<file path="src/design/slwm_pkg.sv">
// Shared types and constants for the stage latency window monitor.
package slwm_pkg;

  localparam int TS_W      = 64;
  localparam int ELAPSED_W = 32;
  localparam int STAGE_W   = 4;
  localparam int FRAMES_W  = 8;
  localparam int KIND_W    = 2;
  localparam int IN_DATA_W  = 72;   // stage + timestamp, padded to bytes
  localparam int OUT_DATA_W = 104;  // three 32-bit stats + frame count

  localparam logic [KIND_W-1:0] REQ_BEGIN = 2'd0;
  localparam logic [KIND_W-1:0] REQ_END   = 2'd1;
  localparam logic [KIND_W-1:0] REQ_FRAME = 2'd2;
  localparam logic [KIND_W-1:0] REQ_QUERY = 2'd3;

  typedef struct packed {
    logic load;        // capture the incoming request
    logic start_wr;    // store a stage start time
    logic end_wr;      // write elapsed time into the window store
    logic frame_adv;   // advance frame position and count
    logic query_init;  // clear walk accumulators
    logic walk_rd;     // read next slot of the window
    logic prev_rd;     // read slot before write position
    logic div_start;   // launch the average divide
    logic out_load;    // move result to output register
    logic clr_wr;      // clearing pass write
  } cmd_t;

  typedef struct packed {
    logic [KIND_W-1:0] req_type;
    logic              query_live;
    logic              walk_last;
    logic              div_done;
    logic              out_free;
    logic              clr_last;
  } stat_t;

endpackage

</file>
<file path="src/design/slwm_ctrl.sv">
// Controller: sequences clearing, event execution and the query walk.
module slwm_ctrl (
  input  logic            clk,
  input  logic            rst,
  input  logic            s_valid,
  output logic            s_ready,
  input  slwm_pkg::stat_t stat,
  output slwm_pkg::cmd_t  cmd
);
  import slwm_pkg::*;

  localparam logic [2:0] ST_CLEAR = 3'd0;
  localparam logic [2:0] ST_IDLE  = 3'd1;
  localparam logic [2:0] ST_EXEC  = 3'd2;
  localparam logic [2:0] ST_WALK  = 3'd3;
  localparam logic [2:0] ST_PREV  = 3'd4;
  localparam logic [2:0] ST_DRAIN = 3'd5;
  localparam logic [2:0] ST_DIV   = 3'd6;
  localparam logic [2:0] ST_DONE  = 3'd7;

  logic [2:0] state;
  logic [2:0] state_next;

  assign s_ready = (state == ST_IDLE);

  always_comb begin
    cmd        = '0;
    state_next = state;
    case (state)
      ST_CLEAR: begin
        cmd.clr_wr = 1'b1;
        if (stat.clr_last) begin
          state_next = ST_IDLE;
        end
      end
      ST_IDLE: begin
        if (s_valid) begin
          cmd.load   = 1'b1;
          state_next = ST_EXEC;
        end
      end
      ST_EXEC: begin
        state_next = ST_IDLE;
        case (stat.req_type)
          REQ_BEGIN: cmd.start_wr  = 1'b1;
          REQ_END:   cmd.end_wr    = 1'b1;
          REQ_FRAME: cmd.frame_adv = 1'b1;
          REQ_QUERY: begin
            cmd.query_init = 1'b1;
            state_next     = stat.query_live ? ST_WALK : ST_DONE;
          end
          default: state_next = ST_IDLE;
        endcase
      end
      ST_WALK: begin
        cmd.walk_rd = 1'b1;
        if (stat.walk_last) begin
          state_next = ST_PREV;
        end
      end
      ST_PREV: begin
        cmd.prev_rd = 1'b1;
        state_next  = ST_DRAIN;
      end
      ST_DRAIN: begin
        // last walk word was summed on the previous edge
        cmd.div_start = 1'b1;
        state_next    = ST_DIV;
      end
      ST_DIV: begin
        if (stat.div_done) begin
          state_next = ST_DONE;
        end
      end
      ST_DONE: begin
        if (stat.out_free) begin
          cmd.out_load = 1'b1;
          state_next   = ST_IDLE;
        end
      end
      default: state_next = ST_IDLE;
    endcase
  end

  always_ff @(posedge clk) begin
    if (rst) begin
      state <= ST_CLEAR;
    end else begin
      state <= state_next;
    end
  end

endmodule
</file>
<file path="config.mk">
export PLATFORM = sky130hd
export DESIGN_NAME = slwm_ctrl
export DESIGN_NICKNAME = d
export VERILOG_FILES = /design/src/design/slwm_pkg.sv /design/src/design/slwm_ctrl.sv
export SDC_FILE = /design/constraint.sdc
export NUM_CORES = 1
export LEC_CHECK = 0
export ABC_AREA = 1
export ABC_CLOCK_PERIOD_IN_PS = 3150
export BUFFER_PORTS_ARGS = -buffer_cell sky130_fd_sc_hd__buf_2
export CAP_MARGIN = 15
export CORE_AREA = 2 2 39 41
export CTS_CLUSTER_DIAMETER = 50
export CTS_CLUSTER_SIZE = 14
export DETAILED_ROUTE_END_ITERATION = 12
export DIE_AREA = 0 0 41 43
export PLACE_DENSITY_LB_ADDON = 0.12
export SYNTH_ARGS = -nofsm -noshare
export SYNTH_HDL_FRONTEND = slang
export SYNTH_SLANG_ARGS = --single-unit
</file>
<file path="constraint.sdc">
create_clock -name clk -period 3.15 [get_ports clk]
set_input_delay 0.315 -clock clk [delete_from_list [all_inputs] [get_ports clk]]
set_output_delay 0.315 -clock clk [all_outputs]
set_load 0.02 [all_outputs]
</file>
Word level (Yosys, flattened, before mapping)
Index checks and enable logic that the tools add are counted.
{"block": "classes", "eq_ne": 15, "n_mux": 21, "reduce_logical": 3}
{"operator": "one-hot mux 3 bit (8 select lines)", "n": 1}
{"operator": "2-to-1 mux 3 bit", "n": 7}
{"operator": "equality test 3 bit, second input constant", "n": 4}
{"operator": "2-to-1 mux 1 bit", "n": 12}
{"operator": "!= test 2 bit, second input constant", "n": 5}
{"operator": "equality test 3 x 2 -> 1 bit, second input constant", "n": 2}
{"operator": "AND reduction 5 bit", "n": 1}
{"operator": "equality test 2 bit, second input constant", "n": 2}
{"operator": "2-to-1 mux 4 bit", "n": 1}
{"operator": "equality test 3 x 1 -> 1 bit, second input constant", "n": 1}
{"operator": "zero test 3 bit", "n": 1}
{"operator": "equality test 2 x 1 -> 1 bit, second input constant", "n": 1}
{"operator": "zero test 2 bit", "n": 1}
{"block": "totals", "wordCells": 40, "ff_bits": 3, "output_inout_bits": 11, "in_bits": 10}

Depth between registers and ports, before layout
Gate-level depths: netlist of run 1.
{"block": "logic_depth", "ltp_word": 3, "depth_mapped": 9, "ltp_nobuf": 8}

Least setup slack after synthesis of run 1
No wires, ideal clock.
{"block": "synth_timing", "path_type": "register to output", "startpoint": "reg state[0]", "endpoint": "out cmd[6] (netlist bit)", "slack_ns": 1.645, "t_arrival_ns": 1.190, "required_ns": 2.835, "n_path_buf": 1, "path_stages_with_launch": 7, "path_cell_list": "dfxtp_1 -> buf_6 -> inv_4 -> nand2_1 -> nor2_2 -> inv_1 -> nor3_1"}
{"element": "from (decl)", "line": "slwm_ctrl.sv:21", "text": "logic [2:0] state;"}
{"element": "from (signal assigned)", "line": "slwm_ctrl.sv:89", "text": "state <= state_next;"}
{"element": "to (decl)", "line": "slwm_ctrl.sv:8", "text": "output slwm_pkg::cmd_t cmd"}

==> results of run 1 <==
-- power by group through the flow --
stage / logic, mW / registers [mW] / clock network [mW]
after floorplan: 0.298 / 0.0621 / 0
after global placement: 0.275 / 0.118 / 0
after detailed placement: 0.272 / 0.119 / 0
after CTS: 0.275 / 0.118 / 0.0697
after global routing: 0.303 / 0.124 / 0.0719
final: 0.269 / 0.118 / 0.0683
-- metrics by stage --
step / util [%] / cell area (um2)
final: 37.4 / 518
after global routing: 37.4 / 518
after CTS: 37.4 / 518
after detailed placement: 35.5 / 492
after global placement: 35.5 / 492
after floorplan: - / 405
-- synth_stat cells, drive strengths merged --
cell / count / area share, %
nor2: 15 / 20
nand2: 12 / 16
inv: 11 / 11
nor3: 6 / 7.4
a21oi: 4 / 5.9
nand3: 4 / 7.4
buf: 3 / 8.3
dfxtp: 3 / 15
nand3b: 1 / 4.9
nand4: 1 / 1.5
xor2: 1 / 2.2
-- layer usage --
| metal | global-route usage [%] | wire, um | vias to the layer above |
|---|---|---|---|
| li1 | - | - | 231 |
| met1 | 12.1 | 363 | 168 |
| met2 | 16.9 | 380 | 17 |
| met3 | 3.14 | 76 | 0 |
| met4 | 4.00 | 0 | 0 |
| met5 | 0 | 0 | - |
-- kinds of logic (layout without fill, tap and decap cells) --
family	count (synthesis)	count (layout)	synth area share [%]
AND/OR/NAND/NOR	39	39	57.4
buffers and inverters	14	35	19.8
AO/OA/AOI/OAI	4	4	5.86
flip-flops	3	3	14.8
XOR/XNOR	1	1	2.16
-- cell type report --
cell class                      count  share of cell area, %
Clock buffer                        4                   5.07
Inverter                           11                   8.94
Multi-Input combinational cell     44                   51.2
Sequential cell                     3                   11.6
Tap cell                           16                   3.86
Timing Repair Buffer               20                   19.3
-- final timing paths --
kind / start / endpoint / slack (ps) / cells after the start
hold reg to reg: state[0]$_SDFFE_PP0P_ / state[0]$_SDFFE_PP0P_ / 710 / 3
hold / removal: rst / state[0]$_SDFFE_PP0P_ / 250 / 2
setup / recovery: state[1]$_SDFFE_PP0P_ / cmd[6] / 1340 / 5
setup reg to reg: state[2]$_SDFFE_PP0P_ / state[2]$_SDFFE_PP0P_ / 1830 / 7
-- worst max-delay path, stage by stage (launching register included) --
cell and delay (ps):
dfxtp_1 580, nand2_1 140, nor2_2 130, inv_1 90, nor3_1 120, buf_2 190
==> qor.txt, run 1 <==
Status: complete, no violations
Cells after Synth: 61
Crit path capture type: output port
Mapped Area: 405 um2
H-tree depth: 1
Most common cell after layout, fill and taps aside: buf_2
DPL Wire Length: 681 um
Hold-fix buffers at CTS: 0
Share of cells above drive strength 1: 48.8%
Clk network pwr share: 15.0%
Area taken by multi-input logic gates: 265 um2
Largest fanout on the critical path: 8
# IOs: 21
Row count: 14
Vias: 416
Startpoint types: flop
Final worst slack: 1340 ps
Initial DRC Count: 5
# placed instances: 94
Number of antenna violations at the first check in global routing: 0
Fmax: 552 MHz
Crit path arrival time: 1500 ps
P_int: 0.205 mW
Worst Skew: 2.99 ps
Power share of the sequential group: 25.8%
Comb power frac: 59.2%
Die W: 41 um
WL/cell: 8.38 um
Max_cap viols: 0
Clock-pin slew on the worst setup and hold paths: 40 ps
Vias in the first global route: 348
Post_cts resized: 0
Leading cell types in the layout, fill and taps excluded: 20 x buf_2, 9 x nor2_1, 8 x inv_1, 8 x nand2_1, 6 x nor3_1
Measured slew at the worst slew-check pin: 503 ps
WP data required: 2830 ps
Routed Antenna Nets: 0
First-pass GRT wire length: 1260 um
Largest net degree at the start of global routing: 10
Total Neg Setup Slack: 0 ps
Hold slack: 248 ps
Synth Net Count: 71
Setup bufs post-CTS: 0
RSZ-0062 raised after global routing: no
Fin. max-slew vios: 0
Netlist cell types: 19
Regs by FF count: state x3
Nets: 93
Gpl congestion: 0.709
Largest register FFs: 3
Setup-failing EPs final: 0
Vias per cell: 4.24
CTS Sinks: 3
Top reg by flops: state
GRT Resource Usage Total: 10.4%
Synth Area per Inst: 6.65 um2
Sequential area share after synthesis: 14.8%
First-pass DRT Iterations: 4
FF+latch area: 60.1 um2
Worst VDD drop: 353 uV
Hold Crit Class: input port to flop
Cell area power density: 878 nW/um2
Crit path kind: flop to output port
Total die area: 1760 um2
WL final: 821 um
Diodes inserted: 0
Count of input and output buffers: 20
Hold Fails Final Rpt: 0
P_sw: 0.250 mW
FILL cells: 153
Sw Ratio: 54.9%
Fin cells: 98
Clock Tree Buf Depth: 2
Final min period: 1810 ps
Die Ht: 43 um
DRC Markers: 0
Area Overhead vs Synth: 27.8%
Starting Density: 29.3%
Slew HR: 66.4%
Yosys reg bits: 3
CTS Root Cell: clkbuf_4
Pleak: 0.315 nW
Total gr overflow: 0
Yosys warnings: 0
Final worst path period share: 57.5%
CTS tree: yes
Inserted Clock Buffers: 3
Clk_lat worst skew: 240 ps
Worst slack at placement: 1570 ps
Total power: 0.455 mW
Core footprint: 1380 um2
No activity file was read; power rests on OpenSTA's default activity.
==> run 2, diff against run 1 <==
--- a/config.mk
+++ b/config.mk
@@ -6,7 +6,7 @@
 export NUM_CORES = 1
 export LEC_CHECK = 0
 export ABC_AREA = 1
-export ABC_CLOCK_PERIOD_IN_PS = 3150
+export ABC_CLOCK_PERIOD_IN_PS = 1500
 export BUFFER_PORTS_ARGS = -buffer_cell sky130_fd_sc_hd__buf_2
 export CAP_MARGIN = 15
 export CORE_AREA = 2 2 39 41
==> constraint.sdc (replaced) <==
create_clock -name clk -period 1.5 [get_ports clk]
set_input_delay 0.15 -clock clk [delete_from_list [all_inputs] [get_ports clk]]
set_output_delay 0.15 -clock clk [all_outputs]
set_load 0.02 [all_outputs]
==> run 2 against run 1 <==
First-iteration DRC count up 120%. Final cell count up 2.0%. Clock-buffer cell count unchanged. Register-to-register slack worse by 1500 ps. Sequential share of layout area up 0.39 points. Sequential power up 71%. Worst hold slack worse by 170 ps. Clock skew up 3.1 ps. Total power up 120%. Combinational power up 150%. Largest cell class unchanged. Wire length up 17%.
==> qor.txt, run 2 (synthesis gave the netlist of run 1 again) <==
Final Util: 39.2% (+1.8 points)
Pleak: 0.326 nW (+3.6%)
DPL Wire Length: 749 um (+10%)
# IOs: 21 (unchanged)
Routed Antenna Nets: 0 (unchanged)
Inserted Clock Buffers: 3 (unchanged)
Grt met3 use: 7.85% (+4.7 points)
DRC Markers: 0 (unchanged)
Share of cells above drive strength 1: 54.8% (+6.0 points)
Clk_lat worst skew: 240 ps (about the same)
WL final: 964 um (+17%)
Crit path arrival time: 1260 ps (-240 ps)
Measured slew at the worst slew-check pin: 275 ps (-228 ps)
Initial DRC Count: 11 (+6)
Fin. max-slew vios: 0 (unchanged)
RSZ-0062 raised after global routing: no
CTS Root Cell: clkbuf_4
R2r worst-path depth: 9 (+2)
M2 GR Usage: 19.7% (+2.8 points)
CTS tree: yes
Final min period: 1410 ps
WL/cell: 9.64 um (+15%)
Vias: 431 (+3.6%)
Register-to-Register Setup Slack: 320 ps (-1510 ps)
Total gr overflow: 0 (unchanged)
Clock Tree Buf Depth: 2 (unchanged)
Total Neg Setup Slack: 0 ps (unchanged)
Most common cell after layout, fill and taps aside: buf_2
Die W: 41 um (unchanged)
Crit path kind: flop to output port
Vias per cell: 4.31 (+1.5%)
Worst Skew: 6.06 ps (+3.07 ps)
First-pass GRT wire length: 1460 um (+15%)
Core footprint: 1380 um2 (unchanged)
FILL cells: 160 (+4.6%)
GRT Resource Usage Total: 12.5% (+2.1 points)
Nets: 95 (+2.2%)
Leading cell types in the layout, fill and taps excluded: 20 x buf_2, 9 x nor2_1, 8 x nand2_1, 7 x inv_1, 5 x nor3_1
Number of antenna violations at the first check in global routing: 0 (unchanged)
WP data required: 1350 ps (-1480 ps)
Regs by FF count: state x3
Top reg by flops: state
Hold Crit Class: input port to flop
Slew HR: 81.6% (+15 points)
First-pass DRT Iterations: 4 (unchanged)
Largest fanout on the critical path: 4 (-4)
Die Ht: 43 um (unchanged)
CP endpoint: cmd[8]
Final worst path period share: 94.0%
Critical R2R Launch: state[0]$_SDFFE_PP0P_
Area Overhead vs Synth: 34.0%
Met1 Use GR: 14.1% (+1.9 points)
RR Endpoint: state[2]$_SDFFE_PP0P_
Startpoint types: flop
Starting Density: 29.3% (unchanged)
Largest net degree at the start of global routing: 10 (unchanged)
Row count: 14 (unchanged)
Setup-failing EPs final: 0 (unchanged)
Total die area: 1760 um2 (unchanged)
Clock-pin slew on the worst setup and hold paths: 40 ps (about the same)
CTS Sinks: 3 (unchanged)
Worst VDD drop: 699 uV (+98%)
Count of input and output buffers: 20 (unchanged)
Crit path capture type: output port
Diodes inserted: 0 (unchanged)
Gpl congestion: 0.745 (+5.1%)
Max_cap viols: 0 (unchanged)
Status: complete, no violations
Grt peak-use layer: met2
Fmax: 709 MHz
Vias in the first global route: 371 (+6.6%)
CP Launch Point: state[0]$_SDFFE_PP0P_
H-tree depth: 1 (unchanged)
Hold Fails Final Rpt: 0 (unchanged)
Cell area power density: 1870 nW/um2 (+110%)
Largest register FFs: 3 (unchanged)
-- run 2: changes by cell type in the layout (fill, tap and decap cells not counted) --
cell	change
dfxtp_2	+1
inv_2	+1
buf_4	+2
dfxtp_4	+1
inv_1	-1
nor3_1	-1
nor3_2	+1
dfxtp_1	-2
-- run 2: worst min-delay path by stage --
stage,to,cells past startpoint,slack [ps],from
after floorplan,state[0]$_SDFFE_PP0P_,1,220,rst
after global placement,state[0]$_SDFFE_PP0P_,2,340,rst
after detailed placement,state[0]$_SDFFE_PP0P_,2,330,rst
after CTS,state[0]$_SDFFE_PP0P_,2,70,rst
after global routing,state[0]$_SDFFE_PP0P_,2,80,rst
final,state[0]$_SDFFE_PP0P_,2,80,rst
-- run 2: repair_timing --
item                                    CTS  global route
buffers inserted                          0             1
hold endpoints to repair                  0             0
hold buffers                              0             0
pin swaps                                 0             1
resized for setup                         2             3
endpoints found under the setup margin    5             3
-- run 2: per-stage QoR --
stage | total power, mW | instance area (um2) | setup WS [ps] | std cells | hold WS [ps]
global placement | 0.846 | 499 | 159 | 95 | 341
detailed placement | 0.844 | 499 | 166 | 95 | 334
CTS | 1.01 | 528 | 41.0 | 99 | 72.9
finish | 1.02 | 543 | 89.4 | 100 | 77.0
global route | 1.13 | 543 | 8.66 | 100 | 78.9
floorplan | 0.757 | 405 | 160 | 61 | 222
-- run 2: worst max-delay path: stages (launching register included) --
cell and delay [ps]:
dfxtp_4 350, inv_4 60, nand2_1 70, nor2_2 150, inv_2 70, nor3_1 120, buf_2 190
-- run 2: area by class of cell --
cell class | count | area, um2 | share of cell area [%]
multi-input cells | 44 | 270 | 49.8
repair buffers | 22 | 115 | 21.2
flip-flops and latches | 3 | 65.1 | 12.0
inverters | 11 | 46.3 | 8.53
clock buffers | 4 | 26.3 | 4.84
well taps | 16 | 20.0 | 3.69
-- run 2: layer usage --
metal / wire, um / part of all wire (%)
met5: 0 / 0
met3: 95 / 9.9
met1: 405 / 42
met4: 11 / 1.1
met2: 451 / 47
-- run 2: power breakdown --
part / total [mW] / switching [mW] / internal, mW
combinational: 0.666 / 0.421 / 0.245
clock: 0.150 / 0.0493 / 0.100
sequential: 0.202 / 0.0760 / 0.126
total: 1.02 / 0.546 / 0.471
==> run 3, diff against run 2 <==
--- a/config.mk
+++ b/config.mk
@@ -14,7 +14,7 @@
 export CTS_CLUSTER_SIZE = 14
 export DETAILED_ROUTE_END_ITERATION = 12
 export DIE_AREA = 0 0 41 43
-export PLACE_DENSITY_LB_ADDON = 0.12
+export PLACE_DENSITY_LB_ADDON = 0.2
 export SYNTH_ARGS = -nofsm -noshare
 export SYNTH_HDL_FRONTEND = slang
 export SYNTH_SLANG_ARGS = --single-unit
==> run 3 against run 2 <==
Sequential share of layout area is 0.42 points lower. Critical path depth stayed put. Flip-flop and latch count stayed put. Wire length is 6.5% lower. Worst setup slack better by 14 ps. Design area is 1.6% higher. Worst hold slack better by 2.3 ps. Fmax is 1.0% higher. Clock power is 3% lower. Clock skew is 3.9 ps lower. Global-route usage is 0.29 points lower.
==> qor.txt, run 3 (synthesis gave the netlist of run 1 again) <==
Status: complete, no violations
RR Endpoint: state[2]$_SDFFE_PP0P_
Final min period: 1400 ps (-14.1 ps)
First-pass DRT Iterations: 4 (unchanged)
Row count: 14 (unchanged)
Most common cell after layout, fill and taps aside: buf_2
HP Start: rst
Total power: 1.03 mW (+1.4%)
Total die area: 1760 um2 (unchanged)
WL/cell: 9.01 um (-6.5%)
Number of antenna violations at the first check in global routing: 0 (unchanged)
CTS Sinks: 3 (unchanged)
Largest fanout on the critical path: 8 (+4)
Measured slew at the worst slew-check pin: 176 ps (-99.1 ps)
Final worst path period share: 93.1% (-0.94 points)
H-tree depth: 1 (unchanged)
Leading cell types in the layout, fill and taps excluded: 19 x buf_2, 9 x nor2_1, 7 x inv_1, 7 x nand2_1, 5 x nor3_1
DPL Wire Length: 742 um (-1.0%)
Worst Skew: 2.17 ps (-3.89 ps)
Setup bufs post-CTS: 0 (unchanged)
GRT Resource Usage Total: 12.2% (-0.29 points)
Starting Density: 29.3% (unchanged)
Clock-pin slew on the worst setup and hold paths: 40 ps (about the same)
Routed Antenna Nets: 0 (unchanged)
Cell area power density: 1870 nW/um2 (-0.18%)
Setup-failing EPs final: 0 (unchanged)
DRC Markers: 0 (unchanged)
Max_cap viols: 0 (unchanged)
Startpoint types: flop
Pleak: 0.327 nW (+0.20%)
RSZ-0062 raised after global routing: no
Regs by FF count: state x3
First-pass GRT wire length: 1440 um (-1.4%)
WP data required: 1350 ps (about the same)
Top reg by flops: state
CTS Root Cell: clkbuf_4
Worst VDD drop: 813 uV (+16%)
Fin. max-slew vios: 0 (unchanged)
Largest net degree at the start of global routing: 10 (unchanged)
Inserted Clock Buffers: 3 (unchanged)
Final Util: 39.9% (+0.63 points)
Largest register FFs: 3 (unchanged)
Clk_lat worst skew: 240 ps (about the same)
Vias in the first global route: 369 (-0.54%)
WL final: 901 um (-6.5%)
Initial DRC Count: 7 (-4)
Hold Fails Final Rpt: 0 (unchanged)
Fmax: 716 MHz (+1.0%)
Hold Crit Depth: 2 (unchanged)
Critical R2R Launch: state[1]$_SDFFE_PP0P_
Hold Crit Class: input port to flop
CTS tree: yes
Count of input and output buffers: 20 (unchanged)
Diodes inserted: 0 (unchanged)
Crit path arrival time: 1250 ps (about the same)
Area Overhead vs Synth: 36.1%
Worst Hold End: state[0]$_SDFFE_PP0P_
Vias: 435 (+0.93%)
# IOs: 21 (unchanged)
Clock Tree Buf Depth: 2 (unchanged)
Slew HR: 88.2% (+6.6 points)
Die Ht: 43 um (unchanged)
Gpl congestion: 0.691 (-7.2%)
Nets: 95 (unchanged)
Die W: 41 um (unchanged)
Vias per cell: 4.35 (+0.93%)
Crit path kind: flop to output port
Core footprint: 1380 um2 (unchanged)
Share of cells above drive strength 1: 54.8% (unchanged)
Total gr overflow: 0 (unchanged)
R2r worst-path depth: 8 (-1)
Crit path capture type: output port
Register-to-Register Setup Slack: 290 ps (-30 ps)
Total Neg Setup Slack: 0 ps (unchanged)
run 3: cell counts in the layout (fill, tap and decap cells not counted):
Identical to the previous run, type by type.
run 3: final cells by class:
class                      count  area (um2)
fill                         157         832
clock buffer                   4        26.3
timing repair buffer          22         118
inverter                      11        46.3
multi-input combinational     44         278
tap                           16        20.0
sequential                     3        63.8
run 3: what timing repair did:
item,4_1_cts,5_1_grt
gates resized for setup,1,6
pin swaps,0,1
endpoints found under the setup margin,2,3
hold buffers,0,0
hold endpoints to repair,0,0
run 3: worst max path at each step:
stage                               start      to  slack (ps)  cells past startpoint
finish              state[0]$_SDFFE_PP0P_  cmd[8]         100                      6
global route        state[0]$_SDFFE_PP0P_  cmd[8]          30                      6
CTS                 state[0]$_SDFFE_PP0P_  cmd[6]          60                      6
global placement    state[0]$_SDFFE_PP0P_  cmd[8]         260                      6
floorplan           state[0]$_SDFFE_PP0P_  cmd[6]         160                      6
detailed placement  state[0]$_SDFFE_PP0P_  cmd[6]         240                      6
run 3: where the power goes:
group | internal [mW] | switching (mW)
Sequential | 0.123 | 0.0511
Clock | 0.0999 | 0.0447
Combinational | 0.256 | 0.457
Total | 0.479 | 0.552
run 3: critical path, cell delays in order, from the launching register on:
cell and delay, ps:
dfxtp_4 370, inv_4 80, nand2_2 70, nor2_4 130, inv_2 60, nor3_1 110, buf_2 180
run 3: metal layers:
metal,GRT usage (%),vias up,share of wire (%)
met5,0,-,0
met4,2.00,0,0
met3,7.85,0,7.0
met2,18.4,14,51
met1,14.4,187,42
li1,-,234,-
run 3: metrics by stage:
| step | instances | setup slack, ps | hold WS, ps | instance area (um2) |
|---|---|---|---|---|
| 2_1_floorplan | 61 | 160 | 222 | 405 |
| 3_3_place_gp | 96 | 261 | 339 | 507 |
| 3_5_place_dp | 96 | 242 | 334 | 507 |
| 4_1_cts | 100 | 59.6 | 79.2 | 534 |
| 5_1_grt | 100 | 26.0 | 71.5 | 552 |
| 6_report | 100 | 104 | 79.2 | 552 |
